--- src/rtl/trajnq_pkg.sv ---
// Package for the trajectory nearest-point query block.
// Holds the item, configuration and point types and the opcode, status and
// register index codes. Depends on nothing.
package trajnq_pkg;

  localparam int unsigned CfgIdxW  = 2;
  localparam int unsigned CfgDataW = 47;
  localparam int unsigned MatchIdxW = 8;

  localparam logic [2:0] OP_CLEAR    = 3'd0;
  localparam logic [2:0] OP_APPEND   = 3'd1;
  localparam logic [2:0] OP_POSITION = 3'd2;
  localparam logic [2:0] OP_REL_TIME = 3'd3;
  localparam logic [2:0] OP_ABS_TIME = 3'd4;

  localparam logic [1:0] STATUS_OK    = 2'd0;
  localparam logic [1:0] STATUS_EMPTY = 2'd1;
  localparam logic [1:0] STATUS_FULL  = 2'd2;

  localparam logic [CfgIdxW-1:0] CFG_HEADER_TIME  = 2'd0;
  localparam logic [CfgIdxW-1:0] CFG_FORWARD_ONLY = 2'd1;

  localparam logic signed [47:0] T48_MAX = 48'sh7FFF_FFFF_FFFF;
  localparam logic signed [47:0] T48_MIN = 48'sh8000_0000_0000;

  typedef struct packed {
    logic [2:0]         opcode;
    logic signed [23:0] coord_x;
    logic signed [23:0] coord_y;
    logic signed [31:0] point_time;
    logic signed [47:0] query_time;
  } item_in_t;

  typedef struct packed {
    logic [1:0]           status;
    logic [MatchIdxW-1:0] match_index;
    logic signed [23:0]   match_x;
    logic signed [23:0]   match_y;
    logic signed [31:0]   match_time;
  } item_out_t;

  typedef struct packed {
    logic [CfgDataW-1:0] header_time;
    logic                forward_only;
  } cfg_t;

  typedef struct packed {
    logic signed [23:0] x;
    logic signed [23:0] y;
    logic signed [31:0] t;
  } point_t;

endpackage

--- src/rtl/trajnq_engine.sv ---
// Sequencer of the trajectory query block: clear and append, the scan over
// the point store for position and time queries, and the final point fetch.
// Depends on trajnq_pkg; drives the ports of trajnq_mem.
module trajnq_engine #(
  parameter int unsigned MaxPoints = 256,
  parameter int unsigned AddrW     = 8,
  parameter int unsigned CountW    = 9
) (
  input  logic                  clk_i,
  input  logic                  rst_ni,
  input  trajnq_pkg::cfg_t      cfg_i,
  input  logic                  in_valid_i,
  output logic                  in_ready_o,
  input  trajnq_pkg::item_in_t  in_item_i,
  output logic                  res_valid_o,
  input  logic                  res_ready_i,
  output trajnq_pkg::item_out_t res_item_o,
  output logic                  mem_we_o,
  output logic [AddrW-1:0]      mem_waddr_o,
  output trajnq_pkg::point_t    mem_wdata_o,
  output logic [AddrW-1:0]      mem_raddr_o,
  input  trajnq_pkg::point_t    mem_rdata_i
);

  typedef enum logic [7:0] {
    ST_IDLE  = 8'b0000_0001,
    ST_PREP  = 8'b0000_0010,
    ST_SCAN  = 8'b0000_0100,
    ST_DRAIN = 8'b0000_1000,
    ST_PICK  = 8'b0001_0000,
    ST_FETCH = 8'b0010_0000,
    ST_LOAD  = 8'b0100_0000,
    ST_RESP  = 8'b1000_0000
  } state_e;

  state_e              state_q, state_d;
  logic [CountW-1:0]   count_q, count_d;
  logic [CountW-1:0]   issue_q, issue_d;
  logic                v1_q, v2_q, v3_q;
  logic                found_q, found_d;

  logic [2:0]          op_q;
  logic signed [23:0]  qx_q, qy_q;
  logic signed [47:0]  qt_q, tq_q;
  logic [AddrW-1:0]    idx1_q, idx2_q, idx3_q;
  logic [24:0]         ax_q, ay_q;
  logic [49:0]         sqx_q, sqy_q;
  logic [50:0]         dmin_q;
  logic [AddrW-1:0]    best_q, lo_q, sel_q, sel_d;
  logic signed [31:0]  prev_q;
  logic signed [48:0]  dn_q, dp_q;
  trajnq_pkg::item_out_t res_q;

  logic                in_acc, full, is_query, hit;
  logic signed [48:0]  abs_diff;
  logic signed [47:0]  abs_sat;
  logic signed [24:0]  dx, dy;
  logic [50:0]         dsum;
  logic signed [47:0]  rd_time48;
  logic [1:0]          acc_status;

  assign in_ready_o  = (state_q == ST_IDLE);
  assign in_acc      = in_valid_i && in_ready_o;
  assign full        = (count_q == CountW'(MaxPoints));
  assign is_query    = (in_item_i.opcode == trajnq_pkg::OP_POSITION) ||
                       (in_item_i.opcode == trajnq_pkg::OP_REL_TIME) ||
                       (in_item_i.opcode == trajnq_pkg::OP_ABS_TIME);

  assign mem_we_o    = in_acc && (in_item_i.opcode == trajnq_pkg::OP_APPEND) && !full;
  assign mem_waddr_o = count_q[AddrW-1:0];
  assign mem_wdata_o = '{x: in_item_i.coord_x, y: in_item_i.coord_y, t: in_item_i.point_time};
  assign mem_raddr_o = (state_q == ST_SCAN) ? issue_q[AddrW-1:0] : sel_q;

  assign abs_diff  = {qt_q[47], qt_q} - {2'b00, cfg_i.header_time};
  assign abs_sat   = (abs_diff[48] != abs_diff[47]) ?
                     (abs_diff[48] ? trajnq_pkg::T48_MIN : trajnq_pkg::T48_MAX) :
                     abs_diff[47:0];

  assign rd_time48 = {{16{mem_rdata_i.t[31]}}, mem_rdata_i.t};
  assign hit       = !(rd_time48 < tq_q);
  assign dx        = {mem_rdata_i.x[23], mem_rdata_i.x} - {qx_q[23], qx_q};
  assign dy        = {mem_rdata_i.y[23], mem_rdata_i.y} - {qy_q[23], qy_q};
  assign dsum      = {1'b0, sqx_q} + {1'b0, sqy_q};

  always_comb begin
    acc_status = trajnq_pkg::STATUS_OK;
    if ((in_item_i.opcode == trajnq_pkg::OP_APPEND) && full) begin
      acc_status = trajnq_pkg::STATUS_FULL;
    end else if (is_query && (count_q == '0)) begin
      acc_status = trajnq_pkg::STATUS_EMPTY;
    end
  end

  always_comb begin
    if (op_q == trajnq_pkg::OP_POSITION) begin
      sel_d = best_q;
    end else if (!found_q) begin
      sel_d = AddrW'(count_q - CountW'(1));
    end else if (lo_q == '0) begin
      sel_d = '0;
    end else if (cfg_i.forward_only) begin
      sel_d = lo_q;
    end else if (dn_q < dp_q) begin
      sel_d = lo_q;
    end else begin
      sel_d = lo_q - AddrW'(1);
    end
  end

  always_comb begin
    state_d = state_q;
    count_d = count_q;
    issue_d = issue_q;
    found_d = found_q;
    if (v1_q && !found_q && hit) begin
      found_d = 1'b1;
    end
    unique case (state_q)
      ST_IDLE: begin
        if (in_acc) begin
          issue_d = '0;
          state_d = ST_RESP;
          unique case (in_item_i.opcode) inside
            trajnq_pkg::OP_CLEAR: count_d = '0;
            trajnq_pkg::OP_APPEND: begin
              if (!full) begin
                count_d = count_q + CountW'(1);
              end
            end
            trajnq_pkg::OP_POSITION, trajnq_pkg::OP_REL_TIME,
            trajnq_pkg::OP_ABS_TIME: begin
              if (count_q != '0) begin
                state_d = ST_PREP;
              end
            end
            default: state_d = ST_RESP;
          endcase
        end
      end
      ST_PREP: begin
        found_d = 1'b0;
        state_d = ST_SCAN;
      end
      ST_SCAN: begin
        issue_d = issue_q + CountW'(1);
        if (issue_q == count_q - CountW'(1)) begin
          state_d = ST_DRAIN;
        end
      end
      ST_DRAIN: begin
        if (!(v1_q || v2_q || v3_q)) begin
          state_d = ST_PICK;
        end
      end
      ST_PICK:  state_d = ST_FETCH;
      ST_FETCH: state_d = ST_LOAD;
      ST_LOAD:  state_d = ST_RESP;
      ST_RESP: begin
        if (res_ready_i) begin
          state_d = ST_IDLE;
        end
      end
      default: state_d = ST_IDLE;
    endcase
  end

  always_ff @(posedge clk_i or negedge rst_ni) begin
    if (!rst_ni) begin
      state_q <= ST_IDLE;
      count_q <= '0;
      issue_q <= '0;
      found_q <= 1'b0;
      v1_q    <= 1'b0;
      v2_q    <= 1'b0;
      v3_q    <= 1'b0;
    end else begin
      state_q <= state_d;
      count_q <= count_d;
      issue_q <= issue_d;
      found_q <= found_d;
      v1_q    <= (state_q == ST_SCAN);
      v2_q    <= v1_q;
      v3_q    <= v2_q;
    end
  end

  always_ff @(posedge clk_i) begin
    if (in_acc) begin
      op_q  <= in_item_i.opcode;
      qx_q  <= in_item_i.coord_x;
      qy_q  <= in_item_i.coord_y;
      qt_q  <= in_item_i.query_time;
      res_q <= '{status: acc_status, match_index: '0, match_x: '0, match_y: '0,
                 match_time: '0};
    end
    if (state_q == ST_PREP) begin
      tq_q <= (op_q == trajnq_pkg::OP_ABS_TIME) ? abs_sat : qt_q;
    end
    idx1_q <= issue_q[AddrW-1:0];
    if (v1_q) begin
      ax_q   <= dx[24] ? 25'(-dx) : 25'(dx);
      ay_q   <= dy[24] ? 25'(-dy) : 25'(dy);
      prev_q <= mem_rdata_i.t;
      if (!found_q && hit) begin
        lo_q <= idx1_q;
        dn_q <= {rd_time48[47], rd_time48} - {tq_q[47], tq_q};
        dp_q <= {tq_q[47], tq_q} - {{17{prev_q[31]}}, prev_q};
      end
    end
    idx2_q <= idx1_q;
    idx3_q <= idx2_q;
    sqx_q  <= ax_q * ax_q;
    sqy_q  <= ay_q * ay_q;
    if (v3_q && ((idx3_q == '0) || (dsum < dmin_q))) begin
      dmin_q <= dsum;
      best_q <= idx3_q;
    end
    if (state_q == ST_PICK) begin
      sel_q <= sel_d;
    end
    if (state_q == ST_LOAD) begin
      res_q.match_index <= trajnq_pkg::MatchIdxW'(sel_q);
      res_q.match_x     <= mem_rdata_i.x;
      res_q.match_y     <= mem_rdata_i.y;
      res_q.match_time  <= mem_rdata_i.t;
    end
  end

  assign res_valid_o = (state_q == ST_RESP);
  assign res_item_o  = res_q;

  a_full_append_keeps_count: assert property (@(posedge clk_i) disable iff (!rst_ni)
    in_acc && (in_item_i.opcode == trajnq_pkg::OP_APPEND) && full |=>
    count_q == $past(count_q))
    else $error("append on a full table changed the point count");

  a_pipe_only_in_scan: assert property (@(posedge clk_i) disable iff (!rst_ni)
    v3_q |-> (state_q == ST_SCAN) || (state_q == ST_DRAIN))
    else $error("scan pipeline active outside a scan");

  a_fetch_in_table: assert property (@(posedge clk_i) disable iff (!rst_ni)
    (state_q == ST_FETCH) |-> (CountW'(sel_q) < count_q))
    else $error("selected point lies beyond the table");

  a_error_result_zero: assert property (@(posedge clk_i) disable iff (!rst_ni)
    res_valid_o && (res_q.status != trajnq_pkg::STATUS_OK) |->
    (res_q.match_index == '0) && (res_q.match_time == '0))
    else $error("failed item carries point data");

endmodule

--- config.mk ---
export PLATFORM = sky130hd
export DESIGN_NAME = trajnq_engine
export DESIGN_NICKNAME = d
export VERILOG_FILES = /design/src/rtl/trajnq_pkg.sv /design/src/rtl/trajnq_engine.sv
export SDC_FILE = /design/constraint.sdc
export NUM_CORES = 2
export LEC_CHECK = 0
export ABC_AREA = 1
export ABC_CLOCK_PERIOD_IN_PS = 20200
export BUFFER_PORTS_ARGS = -buffer_cell sky130_fd_sc_hd__buf_2
export CELL_PAD_IN_SITES_DETAIL_PLACEMENT = 0
export CELL_PAD_IN_SITES_GLOBAL_PLACEMENT = 1
export CORE_UTILIZATION = 52
export DETAILED_ROUTE_END_ITERATION = 16
export GPL_TIMING_DRIVEN = 0
export HOLD_SLACK_MARGIN = 0.05
export PLACE_DENSITY = 0.9
export SYNTH_ARGS = -nofsm -noshare
export SYNTH_HDL_FRONTEND = slang
export SYNTH_SLANG_ARGS = --single-unit
--- constraint.sdc ---
create_clock -name clk_i -period 20.2 [get_ports clk_i]
set_input_delay 2.02 -clock clk_i [delete_from_list [all_inputs] [get_ports clk_i]]
set_output_delay 2.02 -clock clk_i [all_outputs]
set_load 0.005 [all_outputs]
==> impl_metrics.tcl <==
set metrics [dict create \
    cts-resized-gates 0 \
    clock_sinks 644 \
    worstMarginPinSlew_ps 1220 \
    dieArea_um2 153000 \
    synthDistinctLibCells 70 \
    critPathMaxFanout 10 \
    finClkSkew_ps 80.4 \
    timing.critical_path.buf_inv 8 \
    dpl_cell_area_um2 83500 \
    ys_seq_area_share_pct 22.8 \
    rrSetupSlack_ps 11450 \
    synth_top_area_share_pct 23.8 \
    path_depth 26 \
    worstPathRequired_ps 20750 \
    finalWeightedCongestion 0.986 \
    period_share_pct 43.3 \
    final_cell_area_um2 86200 \
    antenna_found_initial 13 \
    grt_setup_unrepaired "false" \
    status "finished clean" \
    post_cts.repair.setup_buffers 0 \
    finalWirelength_um 239000 \
    dp_hpwl_um 201000 \
    grt_usage_pct 31.6 \
    via_per_inst 5.18 \
    layout.cells.non_filler 12300 \
    clk_pin_slew_ps 60 \
    postCtsHoldBufs 0 \
    synthTopCellsByCount "inv_1, nand2_1, fa_1" \
    syn-instance-count 9734 \
    whs_endpoint "idx3_q[1]" \
    max_stage_delay_ps 900 \
    final-setup-viol-count 0 \
    synthesis.nets 11700 \
    yosys-top-cells-area "fa_1, edfxtp_1, inv_1" \
    timing.rr.start "ay_q[8]" \
    min-delay-start "idx2_q[1]" \
    overflow 0 \
    dieHeight_um 391 \
    final_util_pct 57.5 \
    slew_headroom_pct 18.6 \
    reg2regPathDepth 26 \
    drv_cap 0 \
    die_w_um 391 \
    setup-tns-final_ps 0 \
    ys_ff_latch 644 \
    grt_pass1_wl_um 368000 \
    cts_max_level 3 \
    core-area_um2 150000 \
    synth.most_common_cell "inv_1" \
    path_delay_family "adder cells" \
    r2r_end "sqy_q[47]" \
    crit_path_top_delay_cell "clkbuf_1" \
    yosys.area.top_type "fa_1" \
    critPathMostFrequentCell "fa_1" \
    via_count 63700 \
    ios 452 \
    synth_edf_count 492 \
    synthArstFlopShare_pct 4.66 \
    grt_max_degree 108 \
    final_nets 12200 \
    synth_area_per_cell_um2 8.08 \
    critPathKind "flip-flop to flip-flop" \
    drtIter0Drc 4598 \
    drive_gt1_share_pct 7.39 \
    synth_area_um2 78700 \
    startpoint_type "flip-flop" \
    cts_buffers 76 \
    rows 142 \
    ys_warn_count 0 \
    clk_path_buf_depth 3 \
    hold_depth 0 \
    initial_core_util_pct 52.5 \
    detail-route-antenna-nets 0 \
    grt_pass1_vias 66200 \
    fmax_ghz 0.114 \
    arrival_ps 9300 \
    io_buffers 419 \
    worstHoldPathType "flip-flop to flip-flop" \
    finalHoldViolCount 0 \
    drc 0 \
    tritoncts "done" \
    area_growth_pct 9.58 \
    slew_violations 0 \
    root_buffer "clkbuf_16" \
    drtPass1Iterations 5 \
    wl_per_cell_um 19.4 \
    yosys_most_used_dff "edfxtp_1" \
    place_inst 12200 \
    startpoint "ay_q[8]" \
    layout_min_cycle_time_ps 8750 \
    crit_path_end_kind "flip-flop" \
    clk_latency_ps 720 \
]
==> final cells by class <==
cell class                 instances  area [um2]
fill                           14000       63700
clock buffer                      95        2070
timing repair buffer             426        2250
tap                             2016        2520
inverter                        2653        9970
multi-input combinational       6174       49400
buffer                           263        1390
sequential                       644       18000
antenna                            2        5.00
clock inverter                    42         654
==> flip-flops by register name, summed over array words and instances, names as in the netlist, 32 cells and up <==
signal	cells
dmin_q	51
dn_q	49
dp_q	49
prev_q	32
qt_q	48
res_item_o	90
sqx_q	49
sqy_q	49
tq_q	48
==> worst max path at each step <==
| stage | end | slack, ps |
|---|---|---|
| 2_1_floorplan | best_q[0] | 12590 |
| 3_3_place_gp | dmin_q[0] | 8900 |
| 3_5_place_dp | sqy_q[47] | 11760 |
| 4_1_cts | sqy_q[47] | 11700 |
| 5_1_grt | sqy_q[47] | 11310 |
| 6_report | sqy_q[47] | 11450 |
==> layout by cell type (no fill, tap or decap), types with 78 or more instances in the layout <==
cell type / Yosys / routed
a21oi_1: 493 / 493
buf_2: 4 / 423
buf_4: 93 / 94
clkbuf_1: 158 / 169
clkbuf_16: 0 / 78
dfxtp_1: 122 / 122
edfxtp_1: 492 / 492
fa_1: 937 / 937
ha_1: 721 / 721
inv_1: 2642 / 2641
nand2_1: 1927 / 1926
nand3_1: 264 / 264
nand4_1: 79 / 79
nor2_1: 738 / 737
o21ai_0: 248 / 248
xnor2_1: 114 / 114
xor2_1: 215 / 215
==> metal layers <==
layer,up-vias,track usage (%),wire length [um]
met2,2225,53.7,114000
met4,10,13.3,10700
li1,30500,-,-
met3,487,5.77,18800
met5,-,0,68
met1,30500,39.5,95200
==> through the flow <==
step                      hold slack, ps  worst slack, ps
after global placement               311             8900
final                                329            11450
after global routing                 334            11310
after floorplan                      310            12590
after CTS                            331            11700
after detailed placement             312            11760
==> cells by family after synthesis <==
family	count (synthesis)	share of synthesized area [%]
AO/OA/AOI/OAI	1008	7.23
flip-flops	644	22.8
buffers and inverters	2916	14.4
XOR/XNOR	331	3.70
AND/OR/NAND/NOR	3177	16.5
adder cells (fa/ha/maj)	1658	35.3
Power is not shown: default switching activity piles up to over one toggle a cycle in this logic, so the estimate is an artifact.
